File: config.mk
export PLATFORM = sky130hd
export DESIGN_NAME = bounded_ordered_list
export DESIGN_NICKNAME = d
export VERILOG_FILES = /design/src/rtl/bol_pkg.sv /design/src/rtl/bounded_ordered_list.sv /design/src/rtl/bol_front.sv /design/src/rtl/bol_queue.sv /design/src/rtl/bol_back.sv
export SDC_FILE = /design/constraint.sdc
export NUM_CORES = 1
export LEC_CHECK = 0
export BUFFER_PORTS_ARGS = -buffer_cell sky130_fd_sc_hd__buf_2
export CELL_PAD_IN_SITES_DETAIL_PLACEMENT = 1
export CELL_PAD_IN_SITES_GLOBAL_PLACEMENT = 1
export CORE_MARGIN = 2
export CORE_UTILIZATION = 52
export CTS_CLUSTER_DIAMETER = 60
export DETAILED_ROUTE_END_ITERATION = 16
export PLACE_DENSITY = 0.76
export SYNTH_ARGS = -nofsm -noshare
export SYNTH_HDL_FRONTEND = slang
export SYNTH_SLANG_ARGS = --single-unit
File: constraint.sdc
create_clock -name clock -period 6 [get_ports clock]
set_input_delay 0.9 -clock clock [delete_from_list [all_inputs] [get_ports clock]]
set_output_delay 0.9 -clock clock [all_outputs]
set_load 0.03 [all_outputs]
File: src/rtl/bol_pkg.sv
`timescale 1ns / 1ps
// ----------------------------------------------------------------------------
// bol_pkg: shared types and constants of the bounded ordered list
// Holds the request and response payloads, the command format passed from
// the front end to the back end, and the codes used by both.
// ----------------------------------------------------------------------------
package bol_pkg;

   localparam int CAPACITY    = 16;
   localparam int PRICE_WIDTH = 32;

   localparam int FUNC_W   = 3;
   localparam int POS_W    = 5;
   localparam int INDEX_W  = 5;
   localparam int STATUS_W = 2;

   // Count and cursor hold 0..CAPACITY, addresses 0..CAPACITY-1.
   localparam int CNT_W  = $clog2(CAPACITY + 1);
   localparam int ADDR_W = $clog2(CAPACITY);
   localparam int CMP_W  = ((POS_W > CNT_W) ? POS_W : CNT_W) + 1;

   localparam int QUEUE_DEPTH = 2;
   localparam int QPTR_W      = $clog2(QUEUE_DEPTH);
   localparam int QCNT_W      = $clog2(QUEUE_DEPTH + 1);

   localparam logic [FUNC_W-1:0] FUNC_APPEND = 3'd0;
   localparam logic [FUNC_W-1:0] FUNC_READ   = 3'd1;
   localparam logic [FUNC_W-1:0] FUNC_SEARCH = 3'd2;
   localparam logic [FUNC_W-1:0] FUNC_HEAD   = 3'd3;
   localparam logic [FUNC_W-1:0] FUNC_INSERT = 3'd4;

   localparam logic [STATUS_W-1:0] ST_OK    = 2'd0;
   localparam logic [STATUS_W-1:0] ST_FULL  = 2'd1;
   localparam logic [STATUS_W-1:0] ST_RANGE = 2'd2;
   localparam logic [STATUS_W-1:0] ST_EMPTY = 2'd3;

   typedef struct packed {
      logic [FUNC_W-1:0]      func;
      logic [PRICE_WIDTH-1:0] price;
      logic [POS_W-1:0]       position;
   } req_type;

   typedef struct packed {
      logic [PRICE_WIDTH-1:0] value;
      logic [INDEX_W-1:0]     index;
      logic                   found;
      logic [STATUS_W-1:0]    status;
      logic                   last;
   } rsp_type;

   typedef enum logic [1:0] {
      OP_INSERT,
      OP_READ,
      OP_SEARCH,
      OP_REPLY
   } op_type;

   typedef struct packed {
      op_type                 op;
      logic [PRICE_WIDTH-1:0] word;
      logic [CNT_W-1:0]       slot;
      logic [STATUS_W-1:0]    status;
   } cmd_type;

   typedef enum logic [2:0] {
      BK_IDLE,
      BK_SHIFT,
      BK_READ,
      BK_SEARCH,
      BK_REPLY
   } bk_state_type;

endpackage

File: src/rtl/bounded_ordered_list.sv
`timescale 1ns / 1ps
// ----------------------------------------------------------------------------
// bounded_ordered_list: ordered store of price words
// Appends, head and position inserts, first-match search and in-order
// readout over a list of up to CAPACITY words.
//
//   channel | direction | payload   | handshake
//   req     | in        | req_type  | req_valid / req_stall
//   rsp     | out       | rsp_type  | rsp_valid / rsp_stall
//
// A request is classified at intake and queued in a two-entry queue; the
// sequencer then dispatches it and, for an insert, moves each entry from
// the tail down to the slot up by one, places the new word and replies;
// for a readout, it emits one response per entry; for a search, it visits
// entries until a match or the tail; for a fixed reply, it emits one reply.
// The rate is set by the single write port and single read port of the
// entry memory. Reset clears the counts, queue pointers, sequencer state and
// response valid; the entries need no clearing. A stalled response holds the
// sequencer; intake continues until the queue fills.
// ----------------------------------------------------------------------------
module bounded_ordered_list import bol_pkg::*; (
   input  logic    clock,
   input  logic    reset,
   input  logic    req_valid,
   output logic    req_stall,
   input  req_type req_data,
   output logic    rsp_valid,
   input  logic    rsp_stall,
   output rsp_type rsp_data
);

   logic    q_full;
   logic    q_push;
   cmd_type q_push_cmd;
   logic    q_pop;
   logic    q_valid;
   cmd_type q_cmd;

   bol_front u_front (
      .clock     (clock),
      .reset     (reset),
      .req_valid (req_valid),
      .req_stall (req_stall),
      .req_data  (req_data),
      .q_full    (q_full),
      .q_push    (q_push),
      .q_cmd     (q_push_cmd)
   );

   bol_queue u_queue (
      .clock     (clock),
      .reset     (reset),
      .push      (q_push),
      .push_cmd  (q_push_cmd),
      .full      (q_full),
      .pop       (q_pop),
      .pop_valid (q_valid),
      .pop_cmd   (q_cmd)
   );

   bol_back u_back (
      .clock     (clock),
      .reset     (reset),
      .q_valid   (q_valid),
      .q_cmd     (q_cmd),
      .q_pop     (q_pop),
      .rsp_valid (rsp_valid),
      .rsp_stall (rsp_stall),
      .rsp_data  (rsp_data)
   );

endmodule

File: src/rtl/bol_front.sv
`timescale 1ns / 1ps
// ----------------------------------------------------------------------------
// bol_front: request intake and classification
// Decides from its own copy of the entry count whether a request stores,
// reads, searches or only needs a fixed reply, and pushes the command.
// ----------------------------------------------------------------------------
module bol_front import bol_pkg::*; (
   input  logic    clock,
   input  logic    reset,
   input  logic    req_valid,
   output logic    req_stall,
   input  req_type req_data,
   input  logic    q_full,
   output logic    q_push,
   output cmd_type q_cmd
);

   logic [CNT_W-1:0] count_ff, count_in;
   logic [CMP_W-1:0] pos_ext;
   logic [CMP_W-1:0] pos_limit;
   logic             full;
   logic             legal;
   logic             accept;

   assign req_stall = q_full;
   assign accept    = req_valid && !req_stall;
   assign full      = (count_ff == CNT_W'(CAPACITY));
   assign pos_ext   = CMP_W'(req_data.position);
   assign pos_limit = CMP_W'(count_ff) + 1'b1;

   always_comb begin
      legal       = 1'b1;
      q_cmd.op     = OP_REPLY;
      q_cmd.word   = req_data.price;
      q_cmd.slot   = '0;
      q_cmd.status = ST_OK;
      count_in     = count_ff;
      case (req_data.func)
         FUNC_APPEND, FUNC_HEAD, FUNC_INSERT: begin
            if (full) begin
               q_cmd.status = ST_FULL;
            end else if (req_data.func == FUNC_INSERT &&
                         (pos_ext == '0 || pos_ext > pos_limit)) begin
               q_cmd.status = ST_RANGE;
            end else begin
               q_cmd.op = OP_INSERT;
               if (req_data.func == FUNC_APPEND) begin
                  q_cmd.slot = count_ff;
               end else if (req_data.func == FUNC_INSERT) begin
                  q_cmd.slot = CNT_W'(pos_ext - 1'b1);
               end
               count_in = count_ff + 1'b1;
            end
         end
         FUNC_READ: begin
            if (count_ff == '0) begin
               q_cmd.status = ST_EMPTY;
            end else begin
               q_cmd.op = OP_READ;
            end
         end
         FUNC_SEARCH: begin
            // An empty list answers with a plain not-found reply.
            if (count_ff != '0) begin
               q_cmd.op = OP_SEARCH;
            end
         end
         default: begin
            legal = 1'b0;
         end
      endcase
   end

   assign q_push = accept && legal;

   always_ff @(posedge clock) begin
      if (reset) begin
         count_ff <= '0;
      end else if (q_push) begin
         count_ff <= count_in;
      end
   end

endmodule

File: src/rtl/bol_queue.sv
`timescale 1ns / 1ps
// ----------------------------------------------------------------------------
// bol_queue: command queue between front end and back end
// A small first-in first-out buffer so that each side can stall on its own.
// ----------------------------------------------------------------------------
module bol_queue import bol_pkg::*; (
   input  logic    clock,
   input  logic    reset,
   input  logic    push,
   input  cmd_type push_cmd,
   output logic    full,
   input  logic    pop,
   output logic    pop_valid,
   output cmd_type pop_cmd
);

   cmd_type           slots_ff [QUEUE_DEPTH];
   logic [QPTR_W-1:0] wr_ptr_ff, rd_ptr_ff;
   logic [QCNT_W-1:0] fill_ff;

   assign full      = (fill_ff == QCNT_W'(QUEUE_DEPTH));
   assign pop_valid = (fill_ff != '0);
   assign pop_cmd   = slots_ff[rd_ptr_ff];

   always_ff @(posedge clock) begin
      if (push) begin
         slots_ff[wr_ptr_ff] <= push_cmd;
      end
   end

   always_ff @(posedge clock) begin
      if (reset) begin
         wr_ptr_ff <= '0;
         rd_ptr_ff <= '0;
         fill_ff   <= '0;
      end else begin
         if (push) begin
            wr_ptr_ff <= (wr_ptr_ff == QPTR_W'(QUEUE_DEPTH - 1)) ? '0 : wr_ptr_ff + 1'b1;
         end
         if (pop && pop_valid) begin
            rd_ptr_ff <= (rd_ptr_ff == QPTR_W'(QUEUE_DEPTH - 1)) ? '0 : rd_ptr_ff + 1'b1;
         end
         if (push && !(pop && pop_valid)) begin
            fill_ff <= fill_ff + 1'b1;
         end else if (!push && pop && pop_valid) begin
            fill_ff <= fill_ff - 1'b1;
         end
      end
   end

endmodule

File: src/rtl/bol_back.sv
`timescale 1ns / 1ps
// ----------------------------------------------------------------------------
// bol_back: list storage and command sequencer
// Holds the entries in a single-port-write memory, shifts entries for an
// insert one per cycle, walks the list for readout and search, and owns the
// response register.
// ----------------------------------------------------------------------------
module bol_back import bol_pkg::*; (
   input  logic    clock,
   input  logic    reset,
   input  logic    q_valid,
   input  cmd_type q_cmd,
   output logic    q_pop,
   output logic    rsp_valid,
   input  logic    rsp_stall,
   output rsp_type rsp_data
);

   bk_state_type state_ff, state_in;

   logic [PRICE_WIDTH-1:0] entries_ff [CAPACITY];
   logic [PRICE_WIDTH-1:0] rd_data_ff;
   logic [ADDR_W-1:0]      rd_addr;
   logic                   we;
   logic [ADDR_W-1:0]      wa;
   logic [PRICE_WIDTH-1:0] wd;

   cmd_type          cmd_ff, cmd_in;
   logic [CNT_W-1:0] cur_ff, cur_in;
   logic [CNT_W-1:0] count_ff, count_in;
   logic [CNT_W-1:0] cur_next;

   logic    rsp_valid_ff;
   rsp_type rsp_data_ff;
   logic    emit;
   rsp_type emit_data;

   logic free;
   logic last_entry;
   logic hit;

   assign free       = !rsp_valid_ff || !rsp_stall;
   assign cur_next   = cur_ff + 1'b1;
   assign last_entry = (cur_next == count_ff);
   assign hit        = (rd_data_ff == cmd_ff.word);

   always_comb begin
      state_in = state_ff;
      case (state_ff)
         BK_IDLE: begin
            if (q_valid) begin
               case (q_cmd.op)
                  OP_INSERT: state_in = BK_SHIFT;
                  OP_READ:   state_in = BK_READ;
                  OP_SEARCH: state_in = BK_SEARCH;
                  default:   state_in = BK_REPLY;
               endcase
            end
         end
         BK_SHIFT: begin
            if (cur_ff == cmd_ff.slot) begin
               state_in = BK_REPLY;
            end
         end
         BK_READ: begin
            if (free && last_entry) begin
               state_in = BK_IDLE;
            end
         end
         BK_SEARCH: begin
            if (free && (hit || last_entry)) begin
               state_in = BK_IDLE;
            end
         end
         BK_REPLY: begin
            if (free) begin
               state_in = BK_IDLE;
            end
         end
         default: begin
            state_in = BK_IDLE;
         end
      endcase
   end

   always_comb begin
      q_pop     = 1'b0;
      cmd_in    = cmd_ff;
      cur_in    = cur_ff;
      count_in  = count_ff;
      we        = 1'b0;
      wa        = cur_ff[ADDR_W-1:0];
      wd        = rd_data_ff;
      emit      = 1'b0;
      emit_data = '0;
      case (state_ff)
         BK_IDLE: begin
            q_pop = q_valid;
            if (q_valid) begin
               cmd_in = q_cmd;
               cur_in = (q_cmd.op == OP_INSERT) ? count_ff : '0;
            end
         end
         BK_SHIFT: begin
            // Each cycle moves the entry below the cursor up by one; the
            // new word lands once the cursor reaches its slot.
            we = 1'b1;
            if (cur_ff == cmd_ff.slot) begin
               wd       = cmd_ff.word;
               count_in = count_ff + 1'b1;
            end else begin
               cur_in = cur_ff - 1'b1;
            end
         end
         BK_READ: begin
            if (free) begin
               emit            = 1'b1;
               emit_data.value = rd_data_ff;
               emit_data.index = INDEX_W'(cur_next);
               emit_data.last  = last_entry;
               if (!last_entry) begin
                  cur_in = cur_next;
               end
            end
         end
         BK_SEARCH: begin
            if (hit) begin
               if (free) begin
                  emit            = 1'b1;
                  emit_data.index = INDEX_W'(cur_next);
                  emit_data.found = 1'b1;
                  emit_data.last  = 1'b1;
               end
            end else if (last_entry) begin
               if (free) begin
                  emit           = 1'b1;
                  emit_data.last = 1'b1;
               end
            end else begin
               cur_in = cur_next;
            end
         end
         BK_REPLY: begin
            if (free) begin
               emit             = 1'b1;
               emit_data.status = cmd_ff.status;
               emit_data.last   = 1'b1;
            end
         end
         default: begin
            cur_in = cur_ff;
         end
      endcase
   end

   // The memory is read at the next cursor so the word under the current
   // cursor is ready in the read register; a shift reads one slot lower.
   assign rd_addr = (state_in == BK_SHIFT) ? ADDR_W'(cur_in - 1'b1) : cur_in[ADDR_W-1:0];

   always_ff @(posedge clock) begin
      if (we) begin
         entries_ff[wa] <= wd;
      end
      rd_data_ff <= entries_ff[rd_addr];
   end

   always_ff @(posedge clock) begin
      if (reset) begin
         state_ff <= BK_IDLE;
         count_ff <= '0;
      end else begin
         state_ff <= state_in;
         count_ff <= count_in;
      end
   end

   always_ff @(posedge clock) begin
      cmd_ff <= cmd_in;
      cur_ff <= cur_in;
   end

   always_ff @(posedge clock) begin
      if (reset) begin
         rsp_valid_ff <= 1'b0;
      end else if (emit) begin
         rsp_valid_ff <= 1'b1;
      end else if (!rsp_stall) begin
         rsp_valid_ff <= 1'b0;
      end
   end

   always_ff @(posedge clock) begin
      if (emit) begin
         rsp_data_ff <= emit_data;
      end
   end

   assign rsp_valid = rsp_valid_ff;
   assign rsp_data  = rsp_data_ff;

   a_count_bound: assert property (@(posedge clock) disable iff (reset)
      count_ff <= CNT_W'(CAPACITY))
      else $error("entry count above capacity");

   a_shift_cursor: assert property (@(posedge clock) disable iff (reset)
      state_ff == BK_SHIFT |-> cur_ff >= cmd_ff.slot && count_ff < CNT_W'(CAPACITY))
      else $error("shift cursor below target slot or store full");

   a_read_cursor: assert property (@(posedge clock) disable iff (reset)
      (state_ff == BK_READ || state_ff == BK_SEARCH) |-> cur_ff < count_ff)
      else $error("walk cursor past the tail");

   a_no_overwrite: assert property (@(posedge clock) disable iff (reset)
      emit |-> !(rsp_valid_ff && rsp_stall))
      else $error("response overwritten while stalled");

   a_emit_ends: assert property (@(posedge clock) disable iff (reset)
      emit && emit_data.last |=> state_ff == BK_IDLE)
      else $error("final response did not end the command");

endmodule
==> results.md, run 1 <==
Floorplan:
- The die area is between 0.05 and 0.06 mm^2.
- The core region is 0.0564 mm^2.
- The cell row count is 87.
- The die width is about 240 um.
- The initial core utilization is between 50% and 60%.
- The vertical extent of the die is roughly 240 um.
- During I/O placement, the number of pins put on the boundary was between 80 and 90.

CTS:
- Clock tree synthesis inserted a total of between 70 and 80 buffers.
- The clock tree from TritonCTS is built.
- The buffer depth of the longest clock path is 3.
- The clock drives 730 sinks.
- The source-to-sink clock delay at the later pin of the worst-skew pair is between 0.6 and 0.7 ns.
- Gates resized during post-CTS repair numbered 0.
- For this design, the CTS-stage hold fixing added 0 buffers.
- Clock tree synthesis selected as its root buffer the cell sky130_fd_sc_hd__clkbuf_16.
- Post-CTS timing repair inserted 0 buffers for setup.
- The post-CTS clock slew at the launch and capture registers of the worst setup and hold paths is roughly 0.060 ns.
- The H-tree was split into 3 levels.

Logic synthesis:
- In this run, distinct cell masters in the synthesized netlist total 60.
- A synthesized cell averages ~16 um^2.
- The number of warnings printed during yosys synthesis is 0.
- In this run, synthesis produced a sequential element count of 730.
- The cell area after technology mapping is ~0.030 mm^2.
- After synthesis, the share of flip-flops with an asynchronous set or reset is 0%.
- When the netlist entered floorplanning its net count stood at between 1,500 and 2,000.
- The number of enable-type register cells in the synthesized netlist is slightly below 700.
- The most used flip-flop cell after synthesis is sky130_fd_sc_hd__edfxtp_1.
- The cell count after synthesis is between 1,500 and 2,000.
- The share of the Yosys chip area taken by registers is between 70% and 80%.

Final layout:
- The post-route netlist has 23.9% of its cells at a drive strength greater than 1.
- In the layout the commonest cells are sky130_fd_sc_hd__edfxtp_1, sky130_fd_sc_hd__mux2_2, sky130_fd_sc_hd__nand2_1, sky130_fd_sc_hd__mux2i_1, sky130_fd_sc_hd__o2111ai_1.
- The number of inserted diodes is 0.
- The commonest non-fill, non-tap cell in the layout is sky130_fd_sc_hd__edfxtp_1.
- The post-layout net count is slightly below 2,000.
- The layout overhead on the synthesized area is 12.9%.

Place:
- Buffers placed on the I/O ports in this run total 86.
- The routability-driven placement congestion ratio is about 0.84.
- The wire-length estimate of the detail-placed layout is about 42,000 um.

Worst setup path:
- Along the worst path, the maximum fanout reaches 28.
- The critical path is of the flop to flop type.
- The critical path endpoint category is a flop.
- At the worst endpoint, the arrival time is around 5.3 ns.
- The startpoint kind of the worst setup timing path is a flop.
- Data on the critical path is required at its endpoint by roughly 6.5 ns.

STA:
- Adding up every negative setup slack in the final design gives 0 ns.
- The clock skew is about 0.021 ns.
- The final hold violation count is 0.
- The pin slew with the least headroom to its limit is approximately 1.2 ns.
- The achievable frequency is approximately 0.21 GHz.
- Setup violations remaining at the end of the flow were counted as 0.
- Of the available clock period, the critical path in the final layout requires between 80% and 90%.
- Subtracting the final worst setup slack from the clock period gives just under 5 ns.
- The max-slew violation count was 0.
- Setup repair after global routing left no endpoint under its margin.
- The normalized max-slew margin is 18.2%.

Route:
- The first detailed-routing pass ran for 5 iterations.
- The vias per cell is between 6 and 7.
- In the final routed layout, each cell accounts on average for approximately 27 um.
- The count of nets left with antenna violations once routing finished came out at 0.
- The routed design has 74,700 um of wire.
- The number of violations reported at the end of detailed-routing iteration 0 is 1,486.
- The total number of vias is between 15,000 and 20,000.
- The number of DRC violations after detailed routing is 0.

GRT:
- The residual overflow from global routing is 0.
- The first global-routing pass estimated 112,000 um of wire.
- The number of global-route vias before repair is roughly 17,000.
- The initial antenna violation count was 0.
- The global-route usage over all layers is 25.6%.
- Entering global routing, the biggest net connects 193 pins.

Pwr:
- Power comes to 20.7 mW.
- In this run the static leakage power is between 10 and 15 nW.
- The worst-case IR drop observed on VDD is about 1100 uV.
- For this design the ratio of total power to cell area is between 600 and 700 mW/mm^2.

Flow run:
- The tool flagged a number of max-cap violations equal to 0.

Min path:
- The class of the worst hold path is primary input to flop.

Status:
- The run finished with clean final reports.
-- worst paths after layout --
kind / startpoint / to / slack, ns / depth (start not counted)
min: req_data[34] / u_queue.slots_ff[1][36] / 0.47 / 1
max: u_back.cur_ff[0] / u_back.rd_data_ff[7] / 1.15 / 15
min reg2reg: u_queue.rd_ptr_ff / flop / 0.54 / 2
max reg2reg: u_back.cur_ff[0] / u_back.rd_data_ff[7] / 1.15 / 15
-- report_power, final --
part	internal [mW]	total, mW	switching (mW)
Clock	2.65	4.60	1.94
Sequential	6.85	7.32	0.463
Combinational	3.05	8.78	5.73
-- kinds of logic (layout without fill, tap and decap cells) --
family                     Yosys count  in the layout  share of synthesized area, %
AOI/OAI and AO/OA                  184            184                          5.11
xor gates and xnor gates            72             72                          2.24
adders and majority gates           17             17                         0.718
buffers and inverters              129            281                          1.94
DFF                                730            730                          72.2
muxes                              331            331                          12.0
and+or+nand+nor                    346            346                          5.79
-- cell usage after synthesis (all sizes together), types with 2 or more instances --
cell | instances | area, um^2
a211oi | 6 | 45.0
a21oi | 8 | 40.0
a22oi | 3 | 22.5
a31oi | 5 | 31.3
and2 | 49 | 307
and3 | 12 | 75.1
buf | 49 | 273
clkbuf | 60 | 225
dfxtp | 55 | 1100
edfxtp | 675 | 20300
ha | 17 | 213
inv | 20 | 75.1
mux2 | 199 | 2240
mux2i | 132 | 1320
nand2 | 149 | 559
nand2b | 4 | 25.0
nand3 | 8 | 40.0
nand3b | 2 | 15.0
nand4 | 45 | 282
nor2 | 48 | 180
nor2b | 8 | 50.1
nor3 | 6 | 41.3
nor3b | 3 | 22.5
nor4 | 5 | 46.3
o2111ai | 129 | 1130
o211ai | 3 | 27.5
o21a | 2 | 15.0
o21ai | 11 | 55.1
o22ai | 3 | 18.8
or3 | 2 | 12.5
or4 | 2 | 15.0
xnor2 | 61 | 542
xor2 | 11 | 123
-- state kept, by name, summed over array words and instances (netlist names), named ones only --
signal / flops
u_back.count_ff: 5
u_queue.wr_ptr_ff: 1
u_back.cmd_ff: 39
u_back.rsp_valid: 1
u_front.count_ff: 5
u_back.state_ff: 3
u_queue.slots_ff: 82
u_queue.fill_ff: 2
u_back.entries_ff: 512
u_back.rsp_data: 41
u_queue.rd_ptr_ff: 1
u_back.cur_ff: 5
u_back.rd_data_ff: 32
-- stage by stage --
step	worst slack (ns)	instance area (um^2)	util, %	hold WS [ns]	std cells
floorplan	1.51	29600	-	0.481	1809
global placement	1.26	31000	55.0	0.495	2580
detailed placement	1.19	31000	55.0	0.528	2580
CTS	1.16	33400	59.3	0.438	2717
global route	0.864	33400	59.3	0.456	2717
finish	1.15	33400	59.3	0.473	2717
-- routing by layer --
layer | global-route usage, % | vias up | part of all wire, % | wire (um)
li1 | - | 7250 | - | -
met1 | 34.0 | 8511 | 42 | 31000
met2 | 43.5 | 537 | 50 | 37600
met3 | 3.89 | 131 | 5.5 | 4130
met4 | 8.39 | 0 | 2.6 | 1940
met5 | 0 | - | 0 | 0
-- critical path: stages, from the launching register on --
cell and delay [ns]:
sky130_fd_sc_hd__dfxtp_1 0.59, sky130_fd_sc_hd__ha_1 0.38, sky130_fd_sc_hd__nand3_1 0.26, sky130_fd_sc_hd__xnor2_1 0.22, sky130_fd_sc_hd__or4_1 0.56, sky130_fd_sc_hd__o211ai_1 0.30
sky130_fd_sc_hd__o32a_2 0.28, sky130_fd_sc_hd__inv_1 0.06, sky130_fd_sc_hd__ha_1 0.28, sky130_fd_sc_hd__and2_1 0.16, sky130_fd_sc_hd__a31oi_4 0.17, sky130_fd_sc_hd__buf_12 0.25
sky130_fd_sc_hd__buf_4 0.39, sky130_fd_sc_hd__mux2_2 0.38, sky130_fd_sc_hd__o2111ai_1 0.24, sky130_fd_sc_hd__nand4_1 0.14
-- layout make-up --
| cell class | instances | area (um^2) |
|---|---|---|
| clock buffer | 101 | 2070 |
| clock inverter | 36 | 342 |
| fill | 5162 | 23000 |
| inverter | 20 | 75.1 |
| multi-input combinational | 950 | 7780 |
| sequential | 730 | 21400 |
| tap | 756 | 946 |
| timing repair buffer | 124 | 841 |
No activity file was read; power rests on OpenSTA's default activity.
==> inputs of run 2 (changes only) <==
- ABC_AREA: default -> 1
- CORE_UTILIZATION: 52 -> 50
- PLACE_DENSITY: 0.76 -> 0.77
- clock period: 6 -> 4.67 ns (I/O delays scaled with it)
==> run 2 against run 1 <==
  * Non-clock buffer count is 39 higher
  * Clock skew up 0.0036 ns
  * Power up 45%
  * Area after synthesis is 7.5% higher
  * Final cell count rose by 48%
  * Setup slack worse by 0.75 ns
  * Critical endpoint is now u_back.rd_data_ff[27]
==> results.md, run 2 <==
Logic synthesis:
- The synthesized flop and latch total is 730 (unchanged).
- The simple logic cell fraction of the synthesized area is 18.5% (was 5.79%).
- The cell area after technology mapping is 0.0318 mm^2 (was 0.0296 mm^2).
- The count of different cell masters after synthesis is 47 (was 60).
- The cell count after synthesis is 2,998 (was 1,809).
- The adder and majority gate portion of the synthesized area came to 0.668% (was 0.718%).
- The share of async-settable or async-resettable flops after synthesis is 0% (unchanged).
- The compound-gate portion of the synthesized area is 1.65% (was 5.11%).
- Most used standard cells in the synthesized netlist: sky130_fd_sc_hd__edfxtp_1, sky130_fd_sc_hd__nand3_1, sky130_fd_sc_hd__inv_1, sky130_fd_sc_hd__nand2_1, sky130_fd_sc_hd__nor2_1 (was sky130_fd_sc_hd__edfxtp_1, sky130_fd_sc_hd__mux2_2, sky130_fd_sc_hd__nand2_1, sky130_fd_sc_hd__mux2i_1, sky130_fd_sc_hd__o2111ai_1).
- The number of enable-type register cells in the synthesized netlist is 675 (unchanged).
- The multiplexer share of the synthesized area is 1.42% (was 12.0%).
- The sequential element share of the synthesized area was 67.1% (was 72.2%).
- The dominant combinational cell family by area after synthesis was simple AND/OR/NAND/NOR gates (was multiplexers).
- The most common cell in the netlist is sky130_fd_sc_hd__edfxtp_1 (unchanged).
- The most used flip-flop cell after synthesis is sky130_fd_sc_hd__edfxtp_1 (unchanged).
- The post-synth net total is 3,059 (was 1,870).
- Largest cells by area after synthesis: sky130_fd_sc_hd__edfxtp_1, sky130_fd_sc_hd__nand3_1, sky130_fd_sc_hd__inv_1, sky130_fd_sc_hd__nand2_1, sky130_fd_sc_hd__dfxtp_1 (was sky130_fd_sc_hd__edfxtp_1, sky130_fd_sc_hd__mux2_2, sky130_fd_sc_hd__mux2i_1, sky130_fd_sc_hd__o2111ai_1, sky130_fd_sc_hd__dfxtp_1).
- The portion of synthesized cell area occupied by the leading cell type is 63.7% (was 68.5%).
- The cell taking the most area after synthesis is sky130_fd_sc_hd__edfxtp_1 (unchanged).
- The number of warnings printed during yosys synthesis is 0 (unchanged).
- The xor-xnor portion of the synthesized cell area came to 0.881% (was 2.24%).
- The average instance area after synthesis is 10.6 um^2 (was 16.4 um^2).

Flow run:
- The count of maximum capacitance violations came to 0 (unchanged).

Final layout:
- The final-layout fill cell count was 6,730 (was 5,162).
- The fraction of final layout cells with drive strength greater than 1 came to 11.7% (was 23.9%).
- The register with the most flip-flops is u_back.entries_ff (unchanged).
- The area occupied by multi-input gates is 0.00755 mm^2 (was 0.00778 mm^2).
- The layout overhead on the synthesized area is 13.5% (was 12.9%).
- The post-layout net count is 3,165 (was 1,962).
- Most used cells in the layout excluding fill and tap cells: sky130_fd_sc_hd__edfxtp_1, sky130_fd_sc_hd__nand3_1, sky130_fd_sc_hd__inv_1, sky130_fd_sc_hd__nand2_1, sky130_fd_sc_hd__buf_2 (was sky130_fd_sc_hd__edfxtp_1, sky130_fd_sc_hd__mux2_2, sky130_fd_sc_hd__nand2_1, sky130_fd_sc_hd__mux2i_1, sky130_fd_sc_hd__o2111ai_1).
- The commonest non-fill, non-tap cell in the layout is sky130_fd_sc_hd__edfxtp_1 (unchanged).
- The register area is 0.0214 mm^2 (unchanged).
- The flip-flop count of the largest register after layout is 512 (unchanged).
- The summed area of non-filler cells in the final layout was 0.0361 mm^2 (was 0.0334 mm^2).

Route:
- The average routed wire per standard cell is 23.7 um (was 27.5 um).
- The vias per cell was 5.62 (was 6.05).
- The iteration count of the initial detailed-routing pass is 5 (unchanged).
- The final wirelength is 95,100 um (was 74,700 um).
- The total number of vias came to 22,500 (was 16,400).
- The remaining antenna violation count after routing is 0 (unchanged).
- The number of DRC violations after detailed routing is 0 (unchanged).
- The number of violations reported at the end of detailed-routing iteration 0 was 1,843 (was 1,486).

Pwr:
- The power share of the clock group is 20.9% (was 22.2%).
- The internal portion of total power is 16.7 mW (was 12.6 mW).
- The share of power burned in combinational logic came to 48.0% (was 42.4%).
- The switching share of total power was 44.4% (was 39.3%).
- The worst ir drop on vdd is 1060 uV (about the same).
- The leakage power is 15.1 nW (was 10.9 nW).
- The power share of the sequential group is 31.1% (was 35.4%).
- The power per unit of standard cell area is 829 mW/mm^2 (was 619 mW/mm^2).
- The switching power of the nets was 13.3 mW (was 8.14 mW).

CTS:
- The source-to-sink clock delay at the later pin of the worst-skew pair is 0.63 ns (was 0.62 ns).
- The hold buffer count at CTS is 0 (unchanged).
- The buffers inserted during post-CTS setup optimization is 0 (unchanged).
- The count of cells resized by post-cts repair is 0 (unchanged).
- The post-CTS clock slew at the launch and capture registers of the worst setup and hold paths was 0.06 ns (about the same).
- The number of sinks handled by clock tree synthesis came to 730 (unchanged).
- The number of H-tree branching levels is 3 (unchanged).
- The buffer depth of the longest clock path is 3 (unchanged).
- The clock tree from TritonCTS is built (unchanged).
- The buffer cell driving the clock tree root is sky130_fd_sc_hd__clkbuf_16 (unchanged).
- The number of buffers added by the clock tree synthesis step came to 79 (was 75).

Place:
- The post-detailed-placement half-perimeter wirelength is 55,100 um (was 42,100 um).
- The routability-driven placement congestion ratio is 0.870 (was 0.837).
- The count of input and output buffers was 86 (unchanged).
- The cell area reported after detailed placement is 0.0336 mm^2 (was 0.0310 mm^2).

GRT:
- The residual overflow from global routing came to 0 (unchanged).
- The first-pass GRT wire length is 146,000 um (was 112,000 um).
- The maximum number of pins on one net before global-route repair is 101 (was 193).
- The number of global-route vias before repair is 24,600 (was 17,500).
- The global-route usage over all layers is 29.2% (was 25.6%).
- The initial antenna violation count was 1 (was 0).

Worst setup path:
- The data required time at the worst endpoint is 5.23 ns (was 6.47 ns).
- The critical path endpoint category is a flop (unchanged).
- The classification of the worst setup path is flop to flop (unchanged).
- The maximum net fanout on the critical path was 83 (was 28).
- The startpoint kind of the worst setup timing path is a flop (unchanged).
- The arrival time at the worst endpoint is 4.82 ns (was 5.32 ns).

STA:
- The minimum clock period after layout is 4.26 ns (was 4.85 ns).
- The final hold violation count is 0 (unchanged).
- The pin slew with the least headroom to its limit is 1.24 ns (was 1.22 ns).
- The achievable frequency came to 0.235 GHz (was 0.206 GHz).
- The share of the clock period used by the worst path after layout is 91.3% (was 80.8%).
- RSZ-0062 raised after global routing: false (unchanged).
- The max-slew violation count is 0 (unchanged).
- The worst hold slack came to 0.266 ns (was 0.473 ns).
- The clock skew is 0.0241 ns (was 0.0205 ns).
- The setup violation total in the final timing report is 0 (unchanged).
- The normalized max-slew margin is 16.9% (was 18.2%).
- The aggregate negative setup slack is 0 ns (unchanged).

Floorplan:
- The vertical extent of the die is 256 um (was 243 um).
- The die width is 256 um (was 243 um).
- The cell row count is 92 (was 87).
- The number of primary I/O pins is 87 (unchanged).
- The die area is 0.0657 mm^2 (was 0.0589 mm^2).
- The initial core utilization is 50.5% (was 52.5%).
- The placeable core region came to 0.0630 mm^2 (was 0.0564 mm^2).

Status:
- Status: completed (unchanged).

Min path:
- The class of the worst hold path was primary input to flop (unchanged).
run 2: changes by cell type after synthesis, moves of 129 or more:
cell,previous run,this run
sky130_fd_sc_hd__inv_1,18,623
sky130_fd_sc_hd__mux2_2,199,40
sky130_fd_sc_hd__mux2i_1,132,0
sky130_fd_sc_hd__nand2_1,149,545
sky130_fd_sc_hd__nand3_1,8,630
sky130_fd_sc_hd__o2111ai_1,129,0
run 2: kinds of logic after synthesis:
kind of cell               count (synthesis)
xor gates and xnor gates                  32
adders and majority gates                 17
and+or+nand+nor                         1314
AOI/OAI and AO/OA                         96
DFF                                      730
muxes                                     40
buffers and inverters                    769
run 2: final cells by class:
cell class              instances  share of cell area, %
flip-flops and latches        730                   59.1
inverters                     631                   6.56
clock buffers                 111                   6.15
diodes                          1                0.00693
well taps                     846                   2.93
multi-input cells            1499                   20.9
repair buffers                163                   3.34
clock inverters                33                  0.963
run 2: metal layers:
layer	vias up	GRT usage, %	share of wire, %
met2	820	51.2	51
met1	11400	35.9	39
li1	10100	-	-
met3	240	4.20	6.0
met4	0	13.2	4.6
met5	-	0	0
run 2: worst paths after layout:
kind / from / end / slack [ns] / depth (start not counted)
setup / recovery: u_back.cur_ff[0] / u_back.rd_data_ff[27] / 0.41 / 21
hold reg to reg: u_queue.rd_ptr_ff / u_queue.rd_ptr_ff / 0.46 / 1
hold / removal: req_data[20] / u_queue.slots_ff[1][22] / 0.27 / 1
setup reg to reg: u_back.cur_ff[0] / u_back.rd_data_ff[27] / 0.41 / 21
run 2: per-stage QoR:
stage               instances  total power, mW  setup WS (ns)  util, %
global route             4013             31.6         0.0402     57.4
CTS                      4013             30.0          0.403     57.4
global placement         3869             22.9          0.666     53.3
detailed placement       3869             23.6          0.493     53.3
finish                   4014             30.0          0.406     57.4
floorplan                2998             18.7          0.947        -
run 2: critical path, stage by stage (launching register included):
cell and delay [ns]:
sky130_fd_sc_hd__dfxtp_1 0.67, sky130_fd_sc_hd__inv_4 0.13, sky130_fd_sc_hd__ha_1 0.41, sky130_fd_sc_hd__inv_2 0.07
sky130_fd_sc_hd__nand2_1 0.07, sky130_fd_sc_hd__nand2_1 0.05, sky130_fd_sc_hd__nor2_1 0.10, sky130_fd_sc_hd__nand3_1 0.11
sky130_fd_sc_hd__nor2_4 0.13, sky130_fd_sc_hd__nand3_4 0.15, sky130_fd_sc_hd__nand2_2 0.13, sky130_fd_sc_hd__nand2_2 0.09
sky130_fd_sc_hd__nand2_4 0.11, sky130_fd_sc_hd__nand4_2 0.22, sky130_fd_sc_hd__nand2_4 0.48, sky130_fd_sc_hd__nand2_8 0.25
sky130_fd_sc_hd__buf_12 0.27, sky130_fd_sc_hd__nand2_1 0.19, sky130_fd_sc_hd__nand3_1 0.09, sky130_fd_sc_hd__nand3_1 0.10
sky130_fd_sc_hd__nand3_1 0.13, sky130_fd_sc_hd__nand2_1 0.09
run 2: power by group through the flow:
| stage | Combinational [mW] | Clock, mW | Sequential [mW] |
|---|---|---|---|
| 4_1_cts | 14.4 | 6.32 | 9.33 |
| 3_5_place_dp | 14.1 | 0 | 9.46 |
| 6_report | 14.4 | 6.26 | 9.33 |
| 5_1_grt | 15.6 | 6.56 | 9.38 |
| 2_1_floorplan | 9.20 | 0 | 9.52 |
| 3_3_place_gp | 13.4 | 0 | 9.43 |
==> inputs of run 3 (changes only) <==
- REMOVE_ABC_BUFFERS: default -> 1
==> run 3 against run 2 <==
  * Final cell count increased by 0.27%
  * Setup slack got worse by 0.080 ns
  * Worst hold slack got worse by 0.0098 ns
  * Maximum frequency decreased by 1.9%
  * Routed wire length increased by 3.0%
  * Global-route usage increased by 0.65 points
  * Critical path type unchanged
==> results.md, run 3 (same netlist as run 2, synthesis figures left out) <==
Route:
- The remaining antenna violation count after routing was 0 (unchanged).
- The number of violations reported at the end of detailed-routing iteration 0 was 1,987 (was 1,843).
- The vias per cell is 5.62 (about the same).
- The number of DRC violations after detailed routing is 0 (unchanged).
- The iteration count of the initial detailed-routing pass came to 5 (unchanged).
- The final wirelength came to 98,000 um (was 95,100 um).
- The total number of vias is 22,600 (was 22,500).
- The average routed wire per standard cell is 24.3 um (was 23.7 um).

Worst setup path:
- The critical path endpoint category is a flop (unchanged).
- The classification of the worst setup path is flop to flop (unchanged).
- Crit-path cells: inv_4, ha_1, inv_2, nand2_1, nand2_1, nor2_1, nand3_1, nor2_4, nand3_4, nand2_2, nand2_1, nand2_1, o21ai_1, nand2_1, inv_1, ha_1, or2_1, nand2_4, buf_12, nand3_1, nand3_1, nand3_1, nand2_1 (was inv_4, ha_1, inv_2, nand2_1, nand2_1, nor2_1, nand3_1, nor2_4, nand3_4, nand2_2, nand2_2, nand2_4, nand4_2, nand2_4, nand2_8, buf_12, nand2_1, nand3_1, nand3_1, nand3_1, nand2_1).
- The startpoint kind of the worst setup timing path was a flop (unchanged).
- The critical path's largest stage delay was 0.64 ns (was 0.67 ns).
- The worst setup path startpoint is u_back.cur_ff[0] (unchanged).
- The most numerous cell type found on the critical path is sky130_fd_sc_hd__nand2_1.
- The logic depth of the worst register-to-register path is 23 (was 21).
- The terminus of the critical flop-to-flop path is u_back.rd_data_ff[1] (was u_back.rd_data_ff[27]).
- The slowest library cell on the worst path is sky130_fd_sc_hd__dfxtp_1 (unchanged).
- The launch instance of the worst register-to-register path was u_back.cur_ff[0] (unchanged).
- The worst reg-to-reg setup slack is 0.33 ns (was 0.41 ns).
- The maximum net fanout on the critical path is 48 (was 83).
- The data required time at the worst endpoint is 5.24 ns (was 5.23 ns).
- The end of the critical path is u_back.rd_data_ff[1] (was u_back.rd_data_ff[27]).
- The arrival time at the worst endpoint was 4.91 ns (was 4.82 ns).

GRT:
- The met1 demand-to-capacity share in global routing is 36.4% (was 35.9%).
- The peak-usage layer in the global routing report is met2 (unchanged).
- The met2 demand-to-capacity share in global routing was 52.7% (was 51.2%).
- The number of global-route vias before repair is 24,800 (was 24,600).
- The initial antenna violation count is 1 (unchanged).
- The global-route usage over all layers came to 29.9% (was 29.2%).
- The residual overflow from global routing is 0 (unchanged).
- The global routing usage on met3 is 4.50% (was 4.20%).
- The maximum number of pins on one net before global-route repair is 129 (was 101).
- The first-pass GRT wire length is 148,000 um (was 146,000 um).

CTS:
- The buffers inserted during post-CTS setup optimization came to 0 (unchanged).
- The number of buffers added by the clock tree synthesis step is 80 (was 79).
- The post-CTS clock slew at the launch and capture registers of the worst setup and hold paths is 0.06 ns (about the same).
- The buffer depth of the longest clock path is 3 (unchanged).
- The hold buffer count at CTS is 0 (unchanged).
- The buffer cell driving the clock tree root is sky130_fd_sc_hd__clkbuf_16 (unchanged).
- The number of sinks handled by clock tree synthesis came to 730 (unchanged).
- The count of cells resized by post-cts repair is 0 (unchanged).
- The clock tree from TritonCTS is built (unchanged).
- The source-to-sink clock delay at the later pin of the worst-skew pair is 0.64 ns (was 0.63 ns).
- The number of H-tree branching levels is 3 (unchanged).

STA:
- The share of the clock period used by the worst path after layout came to 93.0% (was 91.3%).
- RSZ-0062 raised after global routing: false (unchanged).
- The minimum clock period after layout was 4.34 ns (was 4.26 ns).
- The setup violation total in the final timing report came to 0 (unchanged).
- The achievable frequency is 0.230 GHz (was 0.235 GHz).
- The aggregate negative setup slack is 0 ns (unchanged).
- The pin slew with the least headroom to its limit is 1.06 ns (was 1.24 ns).
- The clock skew is 0.0222 ns (was 0.0241 ns).
- The worst hold slack was 0.257 ns (was 0.266 ns).
- The final hold violation count is 0 (unchanged).
- The max-slew violation count is 0 (unchanged).
- The normalized max-slew margin came to 28.4% (was 16.9%).

Final layout:
- The fraction of final layout cells with drive strength greater than 1 is 11.9% (was 11.7%).
- The share of the core filled with cells in the final layout is 57.5% (was 57.4%).
- The number of inserted diodes was 0 (was 1).
- The layout overhead on the synthesized area is 13.8% (was 13.5%).
- The commonest non-fill, non-tap cell in the layout is sky130_fd_sc_hd__edfxtp_1 (unchanged).
- The register with the most flip-flops is u_back.entries_ff (unchanged).
- Most used cells in the layout excluding fill and tap cells: sky130_fd_sc_hd__edfxtp_1, sky130_fd_sc_hd__nand3_1, sky130_fd_sc_hd__inv_1, sky130_fd_sc_hd__nand2_1, sky130_fd_sc_hd__buf_2 (unchanged).
- The flip-flop count of the largest register after layout is 512 (unchanged).
- The post-layout net count is 3,174 (was 3,165).

Floorplan:
- The vertical extent of the die is 256 um (unchanged).
- The die width came to 256 um (unchanged).
- The number of primary I/O pins is 87 (unchanged).
- The placeable core region came to 0.0630 mm^2 (unchanged).
- The cell row count is 92 (unchanged).
- The die area is 0.0657 mm^2 (unchanged).
- The initial core utilization is 50.5% (unchanged).

Flow run:
- The count of maximum capacitance violations is 0 (unchanged).

Place:
- The count of input and output buffers was 86 (unchanged).
- The post-detailed-placement half-perimeter wirelength is 56,400 um (was 55,100 um).
- The routability-driven placement congestion ratio is 0.838 (was 0.870).

Pwr:
- The worst ir drop on vdd is 1120 uV (was 1060 uV).
- The total chip power was 30.3 mW (was 30.0 mW).
- The leakage power was 15.2 nW (was 15.1 nW).
- The power per unit of standard cell area is 836 mW/mm^2 (was 829 mW/mm^2).

Min path:
- The class of the worst hold path is primary input to flop (unchanged).
- The start point of the worst hold path is req_data[20] (unchanged).

Status:
- Status: completed (unchanged).
## run 3: cell count changes in the layout (fill, tap and decap cells not counted), sizes merged
cell	before	now
bufinv	7	4
inv	631	635
diode	1	0
clkinv	26	19
clkinvlp	0	1
buf	163	171
clkbuf	111	120
## run 3: where the power goes
group          switching, mW  total, mW  internal [mW]
clock network           2.64       6.32           3.68
logic                   10.5       14.7           4.20
registers              0.442       9.24           8.79
## run 3: worst min path at each step
| stage | to | slack (ns) | cells past startpoint |
|---|---|---|---|
| global route | u_queue.slots_ff[1][18] | 0.25 | 1 |
| detailed placement | flop | 0.45 | 1 |
| global placement | flop | 0.43 | 1 |
| CTS | u_queue.slots_ff[0][22] | 0.23 | 1 |
| floorplan | flop | 0.43 | 1 |
| finish | u_queue.slots_ff[0][22] | 0.26 | 1 |
## run 3: metal layers
layer,share of wire (%),routed length (um)
met5,0,0
met4,4.0,3900
met3,6.3,6210
met2,51,49800
met1,39,38100
## run 3: layout make-up
type                    instances  area, um^2
clock buffers                 120        2330
clock inverters                28         263
fillers                      6706       26800
inverters                     631        2370
multi-input cells            1499        7560
flip-flops and latches        730       21400
well taps                     846        1060
repair buffers                171        1270
## run 3: worst max-delay path: cells and delay by family, from the launching register on
kind	cells	cell delay, ns
simple gates	16	2.30
fa+ha+maj	2	0.69
flops	1	0.64
buf+inv	4	0.57
compound gates	1	0.07
## run 3: through the flow
step           setup slack [ns]  cells  area [um^2]
2_1_floorplan             -2.67   2860        31100
3_3_place_gp              0.661   3877        33600
3_5_place_dp              0.470   3877        33600
4_1_cts                   0.345   4025        36200
5_1_grt                  0.0824   4025        36200
6_report                  0.326   4025        36200
